### config.mk
export PLATFORM = sky130hd
export DESIGN_NAME = key_press_classifier
export DESIGN_NICKNAME = d
export VERILOG_FILES = /design/src/sv/kpc_pkg.sv /design/src/sv/kpc_csr.sv /design/src/sv/kpc_core.sv /design/src/sv/key_press_classifier.sv
export SDC_FILE = /design/constraint.sdc
export NUM_CORES = 1
export LEC_CHECK = 0
export ABC_CLOCK_PERIOD_IN_PS = 11100
export BUFFER_PORTS_ARGS = -buffer_cell sky130_fd_sc_hd__buf_2
export CAP_MARGIN = 20
export CELL_PAD_IN_SITES_DETAIL_PLACEMENT = 2
export CELL_PAD_IN_SITES_GLOBAL_PLACEMENT = 2
export CORE_ASPECT_RATIO = 0.75
export CORE_MARGIN = 2
export CORE_UTILIZATION = 40
export CTS_BUF_LIST = sky130_fd_sc_hd__clkbuf_4 sky130_fd_sc_hd__clkbuf_8
export CTS_CLUSTER_DIAMETER = 30
export DETAILED_ROUTE_END_ITERATION = 12
export GPL_ROUTABILITY_DRIVEN = 0
export GPL_TIMING_DRIVEN = 0
export PLACE_DENSITY_LB_ADDON = 0.12
export SYNTH_ARGS = -nofsm -noshare
export SYNTH_HDL_FRONTEND = slang
export SYNTH_SLANG_ARGS = --single-unit
### constraint.sdc
create_clock -name clock -period 11.1 [get_ports clock]
set_clock_uncertainty 0.1 [all_clocks]
set_input_delay 1.665 -clock clock [delete_from_list [all_inputs] [get_ports clock]]
set_output_delay 1.665 -clock clock [all_outputs]
set_load 0.01 [all_outputs]
### src/sv/kpc_pkg.sv
// ----------------------------------------------------------------------------
// kpc_pkg
// Shared types and constants for the key press classifier: register indexes,
// event codes, scan tick length and the configuration bundle.
// ----------------------------------------------------------------------------
`default_nettype none

package kpc_pkg;

   // scan tick length in ms and timing limits
   localparam logic [15:0] TICK_MS      = 16'd10;
   localparam logic [15:0] SHORT_MIN_MS = 16'd50;
   localparam logic [15:0] TIME_MAX     = 16'hFFFF;

   // configuration register indexes
   localparam int unsigned CSR_IDX_W = 2;
   localparam logic [CSR_IDX_W-1:0] CSR_PIN_INVERT  = 2'd0;
   localparam logic [CSR_IDX_W-1:0] CSR_LONG_TIME_A = 2'd1;
   localparam logic [CSR_IDX_W-1:0] CSR_LONG_TIME_B = 2'd2;

   // event codes
   localparam logic [1:0] EV_SHORT  = 2'd0;
   localparam logic [1:0] EV_LONG_A = 2'd1;
   localparam logic [1:0] EV_LONG_B = 2'd2;

   typedef struct packed {
      logic        pin_invert;
      logic [15:0] long_time_a;
      logic [15:0] long_time_b;
   } kpc_cfg_type;

   typedef struct packed {
      logic       hit;
      logic [1:0] kind;
   } kpc_event_type;

endpackage

`default_nettype wire

### src/sv/kpc_csr.sv
// ----------------------------------------------------------------------------
// kpc_csr
// Configuration register file: polarity and the two long-press thresholds.
// ----------------------------------------------------------------------------
`default_nettype none

module kpc_csr
   import kpc_pkg::*;
(
   input  wire logic                 clock,
   input  wire logic                 reset,
   input  wire logic                 csr_valid,
   input  wire logic [CSR_IDX_W-1:0] csr_index,
   input  wire logic [15:0]          csr_wdata,
   output      kpc_cfg_type          cfg
);

   kpc_cfg_type cfg_ff;
   kpc_cfg_type cfg_in;

   // decode the write; an unknown index leaves everything as it is
   always_comb begin
      cfg_in = cfg_ff;
      if (csr_valid) begin
         unique case (csr_index)
            CSR_PIN_INVERT:  cfg_in.pin_invert  = csr_wdata[0];
            CSR_LONG_TIME_A: cfg_in.long_time_a = csr_wdata;
            CSR_LONG_TIME_B: cfg_in.long_time_b = csr_wdata;
            default:         cfg_in = cfg_ff;
         endcase
      end
   end

   always_ff @(posedge clock) begin
      if (reset) begin
         cfg_ff <= '0;
      end else begin
         cfg_ff <= cfg_in;
      end
   end

   assign cfg = cfg_ff;

endmodule

`default_nettype wire

### src/sv/kpc_core.sv
// ----------------------------------------------------------------------------
// kpc_core
// Key state (pressed flag, time in level) and the press classification for
// one scan tick.
// ----------------------------------------------------------------------------
`default_nettype none

module kpc_core
   import kpc_pkg::*;
(
   input  wire logic          clock,
   input  wire logic          reset,
   input  wire logic          fire,
   input  wire logic          pin_level,
   input  wire kpc_cfg_type   cfg,
   output kpc_event_type      evt
);

   logic        pressed_ff,    pressed_in;
   logic [15:0] level_time_ff, level_time_in;

   logic        now_p;
   logic [16:0] time_sum;
   logic [15:0] lo, hi;
   logic [1:0]  kind_lo, kind_hi;
   logic        released;
   logic        reach_hi, reach_short;
   logic        rel_lo_hi, rel_short_lo, rel_short_hi;

   // work out the new level and its time
   always_comb begin
      now_p    = pin_level ^ cfg.pin_invert;
      time_sum = {1'b0, level_time_ff} + {1'b0, TICK_MS};
      if (now_p != pressed_ff) begin
         level_time_in = '0;
      end else if (time_sum[16]) begin
         level_time_in = TIME_MAX;
      end else begin
         level_time_in = time_sum[15:0];
      end
      pressed_in = now_p;
   end

   // sort the thresholds; a equal to b counts a as the lower one
   always_comb begin
      if (cfg.long_time_b >= cfg.long_time_a) begin
         lo      = cfg.long_time_a;
         hi      = cfg.long_time_b;
         kind_lo = EV_LONG_A;
         kind_hi = EV_LONG_B;
      end else begin
         lo      = cfg.long_time_b;
         hi      = cfg.long_time_a;
         kind_lo = EV_LONG_B;
         kind_hi = EV_LONG_A;
      end
   end

   // threshold crossings while held, and release windows
   always_comb begin
      released     = pressed_ff && !now_p;
      reach_hi     = now_p && (level_time_in >= hi) && (level_time_ff < hi);
      reach_short  = now_p && (level_time_in >= SHORT_MIN_MS)
                     && (level_time_ff < SHORT_MIN_MS);
      rel_lo_hi    = released && (level_time_ff >= lo) && (level_time_ff < hi);
      rel_short_lo = released && (level_time_ff >= SHORT_MIN_MS)
                     && (level_time_ff < lo);
      rel_short_hi = released && (level_time_ff >= SHORT_MIN_MS)
                     && (level_time_ff < hi);
   end

   // pick the event; order of the rules decides
   always_comb begin
      evt = '0;
      priority if (hi != '0 && lo != '0) begin
         priority if (reach_hi) begin
            evt.hit  = 1'b1;
            evt.kind = kind_hi;
         end else if (rel_lo_hi) begin
            evt.hit  = 1'b1;
            evt.kind = kind_lo;
         end else if (rel_short_lo) begin
            evt.hit  = 1'b1;
            evt.kind = EV_SHORT;
         end else begin
            evt = '0;
         end
      end else if (hi != '0) begin
         priority if (reach_hi) begin
            evt.hit  = 1'b1;
            evt.kind = kind_hi;
         end else if (rel_short_hi) begin
            evt.hit  = 1'b1;
            evt.kind = EV_SHORT;
         end else begin
            evt = '0;
         end
      end else begin
         evt.hit  = reach_short;
         evt.kind = EV_SHORT;
      end
   end

   // advance the key state when the tick is processed
   always_ff @(posedge clock) begin
      if (reset) begin
         pressed_ff    <= 1'b0;
         level_time_ff <= '0;
      end else if (fire) begin
         pressed_ff    <= pressed_in;
         level_time_ff <= level_time_in;
      end
   end

endmodule

`default_nettype wire

### src/sv/key_press_classifier.sv
// Key press classifier: one request per scan tick, zero or one event each.
// Requests wait in the input register until the result slot is free.
// Throughput: one request per cycle unless rsp_stall holds a result; the
// registers let the classify logic between them run on every such cycle.
// Reset: synchronous, clears key state, thresholds, polarity and both stages.
// ----------------------------------------------------------------------------
// key_press_classifier
// Top level: request register, classification core, result register and
// the configuration port.
// ----------------------------------------------------------------------------
`default_nettype none

module key_press_classifier
   import kpc_pkg::*;
(
   input  wire logic                 clock,
   input  wire logic                 reset,
   input  wire logic                 req_valid,
   output      logic                 req_stall,
   input  wire logic                 req_pin_level,
   output      logic                 rsp_valid,
   input  wire logic                 rsp_stall,
   output      logic [1:0]           rsp_event_kind,
   input  wire logic                 csr_valid,
   output      logic                 csr_ready,
   input  wire logic [CSR_IDX_W-1:0] csr_index,
   input  wire logic [15:0]          csr_wdata
);

   kpc_cfg_type   cfg;
   kpc_event_type evt;

   logic       in_valid_ff, in_valid_in;
   logic       in_pin_ff;
   logic       out_valid_ff, out_valid_in;
   logic [1:0] out_kind_ff;
   logic       out_free;
   logic       fire;
   logic       req_take;

   assign csr_ready = 1'b1;

   kpc_csr u_csr (
      .clock     (clock),
      .reset     (reset),
      .csr_valid (csr_valid),
      .csr_index (csr_index),
      .csr_wdata (csr_wdata),
      .cfg       (cfg)
   );

   kpc_core u_core (
      .clock     (clock),
      .reset     (reset),
      .fire      (fire),
      .pin_level (in_pin_ff),
      .cfg       (cfg),
      .evt       (evt)
   );

   // handshake: the held request moves on once the result slot is free
   always_comb begin
      out_free  = !out_valid_ff || !rsp_stall;
      fire      = in_valid_ff && out_free;
      req_stall = in_valid_ff && !out_free;
      req_take  = req_valid && !req_stall;
   end

   // hold or advance the request stage
   always_comb begin
      if (req_take) begin
         in_valid_in = 1'b1;
      end else if (fire) begin
         in_valid_in = 1'b0;
      end else begin
         in_valid_in = in_valid_ff;
      end
   end

   // load a new event, drop a taken one
   always_comb begin
      if (fire && evt.hit) begin
         out_valid_in = 1'b1;
      end else if (out_valid_ff && !rsp_stall) begin
         out_valid_in = 1'b0;
      end else begin
         out_valid_in = out_valid_ff;
      end
   end

   always_ff @(posedge clock) begin
      if (reset) begin
         in_valid_ff  <= 1'b0;
         out_valid_ff <= 1'b0;
      end else begin
         in_valid_ff  <= in_valid_in;
         out_valid_ff <= out_valid_in;
      end
   end

   // payload registers
   always_ff @(posedge clock) begin
      if (req_take) begin
         in_pin_ff <= req_pin_level;
      end
      if (fire && evt.hit) begin
         out_kind_ff <= evt.kind;
      end
   end

   assign rsp_valid      = out_valid_ff;
   assign rsp_event_kind = out_kind_ff;

endmodule

`default_nettype wire
[Word-level counts from Yosys, hierarchy flattened]
Index checks and enable logic that the tools add are counted.
Word-level totals
  flip-flop bits (word level): 55
  input port bits: 24
  output and inout port bits: 5
Operators by class
  add/subtract/negate cells: 1
  order comparisons: 8
  equal/unequal tests: 3
  mux-type cells: 17
  bitwise gates (word level): 1
  reduce and logical (&&, ||, !) cells: 30
Operators with widths (number)
  two-way mux 16 bit: 4
  >= comparator 16 bit: 3
  >= comparator 16 x 6 -> 1 bit, second input constant: 2
  less-than comparator 16 bit: 2
  nonzero test 16 bit: 2
  two-way mux 3 bit: 7
  adder 16 x 4 -> 17 bit, second input constant: 1
  logical AND 1 bit: 16
  less-than comparator 16 x 6 -> 1 bit, second input constant: 1
  AND reduction 2 bit: 3
  zero test 1 bit: 5
  two-way mux 1 bit: 4
  two-way mux 2 bit: 2
  nonzero test 2 bit: 2
  equality test 2 x 1 -> 1 bit, second input constant: 1
  equality test 2 bit, second input constant: 1
  zero test 2 bit: 1
  logical OR 1 bit: 1
  inequality test 1 bit: 1
  XOR 1 bit: 1

[Logic depth before layout (Yosys ltp)]
Gate-level depths: netlist of the first run.
  depth in word-level cells: 11
  mapped depth: 18
  mapped depth without buffers: 17

[Cells and area by module]
From an unflattened synthesis of the first run, not the netlist that was laid out.
Second synthesis, totals
  cells, all modules: 564
  area, all modules: 4688.2 um^2
By module, submodules not included
  kpc_core: instances 1, cells an instance 419, area an instance 3100.5 um^2
  kpc_csr: instances 1, cells an instance 128, area an instance 1392.6 um^2
  key_press_classifier: instances 1, cells an instance 17, area an instance 195.2 um^2

[Least setup slack after synthesis of the first run]
Ideal clock, no wire load.
  path type: reg2reg
  from: reg u_csr.cfg_ff (netlist bit u_csr.cfg[0])
  to: reg out_kind_ff[0] (netlist: rsp_event_kind[0]), enable pin
  arrival time: 4.008 ns
  required time: 10.684 ns
  path slack: 6.677 ns
  cell stages (with the launch flop): 18
  buffers on the path: 1
  period minus slack after synthesis: 4.423 ns
  path through: dfxtp_1 > inv_1 > ha_1 > nand2b_1 > a2111o_1 > a32oi_1 > nand2_1 > clkbuf_1 > a21oi_1 > ha_1 > a21o_1 > a21o_1 > a21oi_1 > o21ai_0 > or4b_1 > o22ai_1 > o21ai_0 > a21oi_1
Between the ends
  cells in the longest elaborated chain, start to end: 9
RTL lines
  start, declared: RTL line kpc_csr.sv:18  | kpc_cfg_type cfg_ff;
  start signal, assigned: RTL line kpc_csr.sv:38  | cfg_ff <= cfg_in;
  >= comparator 16 bit: RTL line kpc_core.sv:46  | if (cfg.long_time_b >= cfg.long_time_a) begin
  two-way mux 16 bit: RTL line kpc_core.sv:46
  less-than comparator 16 bit (tied with other cells): RTL line kpc_core.sv:62, kpc_core.sv:65, kpc_core.sv:69
  logical AND 1 bit, on equally long branches
  two-way mux 3 bit (tied with other cells): RTL line kpc_core.sv:92  | end else if (rel_short_hi) begin
  two-way mux 3 bit, on equally long branches: RTL line kpc_core.sv:89, kpc_core.sv:79
  two-way mux 3 bit, on equally long branches: RTL line kpc_core.sv:88, kpc_core.sv:76
  two-way mux 3 bit (*): RTL line kpc_core.sv:75  | priority if (hi != '0 && lo != '0) begin
  logical AND 1 bit (*): RTL line key_press_classifier.sv:106  | if (fire && evt.hit) begin
  end signal, assigned: RTL line key_press_classifier.sv:107  | out_kind_ff <= evt.kind;
  end, declared: RTL line key_press_classifier.sv:36  | logic [1:0] out_kind_ff;
Every way passes the cells marked *; elsewhere a longest branch is shown, timed or not.
A chain may end at the register's enable or synchronous reset.

[Worst setup path in the final report of the first run]
Ends and elaborated chain as after synthesis.

==> results of run 1 <==
==> cells in the mapped netlist, types with 9 or more instances <==
cell,instances,share of area (%)
dfxtp_1,52,23
nor3_1,17,1.8
clkbuf_1,22,1.8
nand2_1,114,9.3
inv_1,25,2.0
ha_1,62,17
nand4_1,13,1.8
a21oi_1,84,9.1
nor2_1,40,3.2
o21ai_0,24,2.6
nand3_1,9,0.97
mux2i_1,20,4.3
nor4_1,12,1.6
==> layout make-up <==
type | count | area [sq um] | area share [%]
timing repair buffer | 26 | 130 | 2.58
clock buffer | 5 | 68.8 | 1.37
sequential | 55 | 1130 | 22.5
buffer | 35 | 156 | 3.11
multi-input combinational | 496 | 3240 | 64.4
clock inverter | 2 | 36.3 | 0.721
tap | 140 | 175 | 3.48
inverter | 25 | 93.8 | 1.86
==> worst min-delay path: stages, from the launching register on <==
cell     delay [ns]
dfxtp_1        0.36
nand2_1        0.07
a21oi_1        0.06
==> power by group <==
part | leakage [uW] | internal, uW | switching [uW]
Clock | 0.0000545 | 66.5 | 78.7
Sequential | 0.000453 | 205 | 7.61
Combinational | 0.00147 | 66.7 | 130
Total | 0.00198 | 338 | 216
==> flip-flops by register name, summed over array words and instances, names as in the netlist <==
| signal | flops |
|---|---|
| u_core.pressed_ff | 1 |
| rsp_valid | 1 |
| u_csr.cfg | 33 |
| in_pin_ff | 1 |
| in_valid_ff | 1 |
| rsp_event_kind | 2 |
| u_core.level_time_ff | 16 |
==> stage by stage <==
stage	hold slack [ns]	cell area [sq um]	cells
floorplan	0.362	4620	611
global placement	0.391	4930	777
finish	0.420	5030	784
CTS	0.417	5030	784
detailed placement	0.402	4930	777
global route	0.451	5030	784
==> kinds of logic (layout without fill, tap and decap cells) <==
group | count (synthesis) | after routing | share of synthesized area [%]
and+or+nand+nor | 242 | 242 | 25.2
AOI/OAI and AO/OA | 159 | 159 | 21.3
adders and majority gates | 66 | 66 | 17.6
buffers and inverters | 60 | 93 | 5.41
DFF | 55 | 55 | 24.5
muxes | 21 | 21 | 4.57
xor gates and xnor gates | 7 | 7 | 1.33
other | 1 | 1 | 0.0811
==> placed cells by master, fill, tap and decap left out, types with 13 or more instances in the layout <==
cell        n
buf_2      34
a21oi_1    84
nand2_1   114
ha_1       62
nor2_1     40
mux2i_1    20
o21ai_0    24
nand4_1    13
inv_1      25
nor3_1     17
dfxtp_1    52
clkbuf_1   22
==> final timing paths <==
path | endpoint | slack, ns | cells after the start
worst min register to register | u_csr.cfg[26] | 0.42 | 2
worst min-delay path | u_csr.cfg[26] | 0.42 | 2
worst max register to register | rsp_event_kind[0] | 5.29 | 17
worst max-delay path | rsp_event_kind[0] | 5.29 | 17
==> routing by layer <==
metal | track usage, % | vias up | wire, microns
met2 | 47.9 | 108 | 8080
met3 | 4.13 | 23 | 756
met1 | 42.2 | 2374 | 8800
li1 | - | 2243 | -
met5 | 0 | - | 0
met4 | 5.41 | 0 | 254
==> metrics.md, run 1 <==
| Metric | Value |
|---|---|
| Tcrit/Tclk final | `52.4%` |
| CTS tree | `built` |
| Max Cap Viol | `0` |
| Crit path max-delay family | `compound AO/OA/AOI/OAI gates` |
| Yosys cell types | `63` |
| CP dominant cell by count | `a21oi_1` |
| Critical setup path kind | `reg -> reg` |
| Sequential-to-total area share from yosys stat | `24.5%` |
| Yosys warnings | `0` |
| H-tree levels | `2` |
| Share of layout cells above drive strength 1 | `9.32%` |
| Critical-path maximum fanout | `10` |
| Data arrival time of the worst path | `5.70 ns` |
| Asr flop ratio synth | `0%` |
| Syn Area/Cell | `7.57 sq um` |
| Post-layout util | `45.3%` |
| CTS Buf Count | `5` |
| Initial antenna violation count | `0` |
| Top FF cell, synth | `dfxtp_1` |
| IO buf count | `26` |
| Clk buf depth | `2` |
| CP max-delay cell | `dfxtp_1` |
| Pwr Total | `554 uW` |
| Dpl hpwl | `between 10 and 15 mm` |
| Fill count | `1313` |
| Netlist Area Pre-Place | `between 4000 and 5000 sq um` |
| Setup TNS Final | `0 ns` |
| # DRC | `0` |
| Postcts setup bufs | `0` |
| Status | `complete, no violations` |
| Die W | `128 microns` |
| Clock Latency Late Sink | `roughly 0.33 ns` |
| Final Max Tran Viols | `0` |
| Vias in the first global route | `5148` |
| Synthesis-to-layout area growth | `8.87%` |
| Synth Instances | `611` |
| Drt pass-1 iters | `5` |
| Pwr dens | `110 nW/um^2` |
| Flops & latches, synth | `55` |
| DIE AREA | `roughly 12000 sq um` |
| Syn Nets | `697` |
| Detailed Route WL | `~18 mm` |
| Routed len/inst | `22.8 microns` |
| Startpoint types | `flop` |
| Tightest Pin Transition | `0.856 ns` |
| VDD IR-drop max | `0.0447 mV` |
| Largest net degree at the start of global routing | `17` |
| HP Class | `reg -> reg` |
| Number of gates resized after CTS | `0` |
| Via count | `4748` |
| Max-slew headroom | `42.4%` |
| I/O Pins | `29` |
| Unrepaired setup endpoints after global routing | `no` |
| Post-route setup slack | `5.29 ns` |
| ANT cells | `0` |
| Final Hold Fails | `0` |
| CP Cell Sequence | `inv_1 > ha_1 > nand2b_1 > a2111o_1 > a32oi_1 > nand2_1 > clkbuf_1 > a21oi_1 > ha_1 > a21o_1 > a21o_1 > a21oi_1 > o21ai_0 > or4b_1 > o22ai_1 > o21ai_0 > a21oi_1` |
| CTS hold repair buffers | `0` |
| Rows | `33` |
| Via density | `6.06` |
| Leakage power | `0.00198 uW` |
| First-pass GRT wire length | `28.7 mm` |
| CP Capture Type | `flop` |
| CP startpoint | `u_csr.cfg[0]` |
| Minimum clock period | `5.81 ns` |
| Initial DRC count | `299` |
| Core area | `between 10000 and 15000 sq um` |
| GRT Total Usage | `29.6%` |
| Hold path startpoint | `u_csr.cfg[26]` |
| CTS clk-pin slew, worst paths | `0.11 ns` |
| Grt total ovfl | `0` |
| WP data required | `10.99 ns` |
| Pre-CTS WS | `approximately 5.5 ns` |
| Clock Tree Root | `clkbuf_8` |
| R2r startpoint | `u_csr.cfg[0]` |
| Starting Density | `between 40% and 50%` |
| Clock Sinks | `55` |
| Post-DRT Antenna Nets | `0` |
| Fmax | `between 150 and 200 MHz` |
| CP max stage delay | `0.53 ns` |
| Setup Viol. Count Final | `0` |
| Die height | `97.1 microns` |
| Net count, final | `730` |
| Post-synth EDFFs | `3` |
| Critical path buffers and inverters | `2` |
(Power assumes the default switching activity.)
==> run 2: changes to the inputs <==
--- a/config.mk
+++ b/config.mk
@@ -5,14 +5,14 @@
 export SDC_FILE = /design/constraint.sdc
 export NUM_CORES = 1
 export LEC_CHECK = 0
-export ABC_CLOCK_PERIOD_IN_PS = 11100
+export ABC_CLOCK_PERIOD_IN_PS = 4900
 export BUFFER_PORTS_ARGS = -buffer_cell sky130_fd_sc_hd__buf_2
 export CAP_MARGIN = 20
 export CELL_PAD_IN_SITES_DETAIL_PLACEMENT = 2
 export CELL_PAD_IN_SITES_GLOBAL_PLACEMENT = 2
 export CORE_ASPECT_RATIO = 0.75
 export CORE_MARGIN = 2
-export CORE_UTILIZATION = 40
+export CORE_UTILIZATION = 34
 export CTS_BUF_LIST = sky130_fd_sc_hd__clkbuf_4 sky130_fd_sc_hd__clkbuf_8
 export CTS_CLUSTER_DIAMETER = 30
 export DETAILED_ROUTE_END_ITERATION = 12
==> constraint.sdc (replaced) <==
create_clock -name clock -period 4.9 [get_ports clock]
set_clock_uncertainty 0.1 [all_clocks]
set_input_delay 0.735 -clock clock [delete_from_list [all_inputs] [get_ports clock]]
set_output_delay 0.735 -clock clock [all_outputs]
set_load 0.01 [all_outputs]
==> run 2 against run 1 <==
Compared with the run above:
- clock-buffer cell count is 1 higher
- power is 140% higher
- sequential share of layout area is 0.71 points lower
- largest cell class unchanged
- global-route usage is 5.5 points lower
- utilization is 5.7 points lower
- hold slack worse by 0.010 ns
- clock power is 130% higher
- die area is 17% higher
- setup slack worse by 5.1 ns
- routed wire length is 4.1% lower
- critical path depth is 1 lower
- highest routed layer unchanged
- register-to-register slack worse by 5.1 ns
==> metrics.md, run 2 (synthesis results as in run 1) <==
| Metric | Value |
|---|---|
| CTS tree | `built (unchanged)` |
| CTS hold repair buffers | `0 (unchanged)` |
| Detailed Route WL | `17.2 mm (was 17.9 mm)` |
| Placement Cell Area | `4970 sq um (was 4930 sq um)` |
| Unrepaired setup endpoints after global routing | `no (unchanged)` |
| Layout Cell Area excl Fill | `5220 sq um (was 5030 sq um)` |
| Routed len/inst | `20.9 microns (was 22.8 microns)` |
| CP Capture Type | `flop (unchanged)` |
| Via density | `5.65 (was 6.06)` |
| Net count, final | `734 (was 730)` |
| Fmax | `213 MHz (was 172 MHz)` |
| Leakage power | `0.00204 uW (was 0.00198 uW)` |
| # DRC | `0 (unchanged)` |
| Final Hold Fails | `0 (unchanged)` |
| CTS Buf Count | `5 (unchanged)` |
| Worst r2r dst | `rsp_event_kind[1] (was rsp_event_kind[0])` |
| Max reg flops | `33 (unchanged)` |
| Flop2flop setup slack | `0.21 ns (was 5.29 ns)` |
| Via count | `4632 (was 4748)` |
| Status | `complete, no violations (unchanged)` |
| Core area | `13200 sq um (was 11100 sq um)` |
| Tightest Pin Transition | `0.790 ns (was 0.856 ns)` |
| Pwr dens | `250 nW/um^2 (was 110 nW/um^2)` |
| ANT cells | `0 (unchanged)` |
| Dpl hpwl | `14.3 mm (was 14.4 mm)` |
| Commonest non-fill, non-tap cell in the layout | `nand2_1 (unchanged)` |
| Critical setup path kind | `reg -> reg (unchanged)` |
| Drt pass-1 iters | `4 (was 5)` |
| GRT Total Usage | `24.1% (was 29.6%)` |
| Max-slew headroom | `46.8% (was 42.4%)` |
| Grt total ovfl | `0 (unchanged)` |
| Initial antenna violation count | `0 (unchanged)` |
| Data arrival time of the worst path | `4.63 ns (was 5.70 ns)` |
| HP Class | `reg -> reg (unchanged)` |
| H-tree levels | `2 (unchanged)` |
| Startpoint types | `flop (unchanged)` |
| Setup TNS Final | `0 ns (unchanged)` |
| Most frequent cells in the layout | `nand2_1 (113), a21oi_1 (81), ha_1 (62) (was nand2_1 (114), a21oi_1 (84), ha_1 (62))` |
| Rows | `36 (was 33)` |
| Clk buf depth | `2 (unchanged)` |
| IO buf count | `26 (unchanged)` |
| Largest net degree at the start of global routing | `17 (unchanged)` |
| CP startpoint | `u_csr.cfg[0] (unchanged)` |
| VDD IR-drop max | `0.127 mV (was 0.0447 mV)` |
| Initial DRC count | `233 (was 299)` |
| Max Cap Viol | `0 (unchanged)` |
| First-pass GRT wire length | `27.8 mm (was 28.7 mm)` |
| R2R depth | `16 (was 17)` |
| Share of layout cells above drive strength 1 | `12.9% (was 9.32%)` |
| Post-DRT Antenna Nets | `0 (unchanged)` |
| Starting Density | `35.2% (was 41.6%)` |
| R2r startpoint | `u_csr.cfg[0] (unchanged)` |
| Die height | `105 microns (was 97.1 microns)` |
| Synthesis-to-layout area growth | `12.8% (was 8.87%)` |
| Setup Viol. Count Final | `0 (unchanged)` |
| Die W | `139 microns (was 128 microns)` |
| WP data required | `4.84 ns (was 10.99 ns)` |
| Clock Latency Late Sink | `0.33 ns (about the same)` |
| Clock Sinks | `55 (unchanged)` |
| Hold_ws | `0.409 ns (was 0.420 ns)` |
| Crit path to | `rsp_event_kind[1] (was rsp_event_kind[0])` |
| Vias in the first global route | `4986 (was 5148)` |
| DIE AREA | `14600 sq um (was 12400 sq um)` |
| Fill count | `1597 (was 1313)` |
| Final Max Tran Viols | `0 (unchanged)` |
| Tcrit/Tclk final | `95.7% (was 52.4%)` |
| Critical-path maximum fanout | `10 (unchanged)` |
| I/O Pins | `29 (unchanged)` |
| Clock Tree Root | `clkbuf_8 (unchanged)` |
| CTS clk-pin slew, worst paths | `0.11 ns (about the same)` |
| Minimum clock period | `4.69 ns (was 5.81 ns)` |
[run 2: area by class of cell]
class / instances / area [sq um] / share of cell area [%]
well taps: 171 / 214 / 4.10
plain buffers: 34 / 165 / 3.17
repair buffers: 31 / 168 / 3.21
clock inverters: 2 / 35.0 / 0.672
multi-input cells: 496 / 3320 / 63.7
inverters: 25 / 93.8 / 1.80
flip-flops and latches: 55 / 1130 / 21.8
clock buffers: 6 / 82.6 / 1.58
[run 2: through the flow]
step	power (uW)	setup slack (ns)	std cells	util, %
5_1_grt	1380	0.0224	820	39.7
4_1_cts	1280	0.0127	817	39.1
2_1_floorplan	773	0.477	611	-
3_5_place_dp	918	-0.742	808	37.8
6_report	1310	0.210	820	39.7
3_3_place_gp	903	-0.668	808	37.8
[run 2: report_power, final]
group / internal (uW) / switching [uW]
clock: 166 / 168
sequential: 464 / 17.1
combinational: 181 / 309
total: 811 / 495
[run 2: worst max-delay path, stage by stage, from the launching register on]
cell and delay [ns]:
dfxtp_4 0.42, inv_1 0.07, ha_1 0.28, nand2b_1 0.14, a2111o_1 0.47, a32oi_4 0.31
nand2_4 0.13, clkbuf_2 0.30, mux2i_1 0.20, ha_1 0.31, nand4_1 0.18, nor3_2 0.27
nand3_1 0.15, a31o_2 0.30, a21boi_0 0.41, o21ai_2 0.13, a21oi_2 0.22
[run 2: how the worst min path moves through the flow]
| stage | startpoint | to | cells past startpoint |
|---|---|---|---|
| final | u_csr.cfg[17] | u_csr.cfg[17] | 2 |
| after global routing | u_csr.cfg[21] | u_csr.cfg[21] | 2 |
| after global placement | u_csr.cfg[17] | u_csr.cfg[17] | 2 |
| after detailed placement | u_csr.cfg[26] | u_csr.cfg[26] | 2 |
| after CTS | u_csr.cfg[17] | u_csr.cfg[17] | 2 |
| after floorplan | u_csr.cfg[22] | u_csr.cfg[22] | 2 |
[run 2: per-layer routing]
metal	track usage (%)	vias up	part of all wire (%)
li1	-	2261	-
met1	36.4	2306	54
met2	37.1	52	43
met3	2.66	13	2.5
met4	4.33	0	1.3
met5	0	-	0
[run 2: what timing repair did]
item	CTS	global route
pin swaps	1	8
resized for setup	18	13
setup buffers	1	4
setup endpoints to repair	5	5
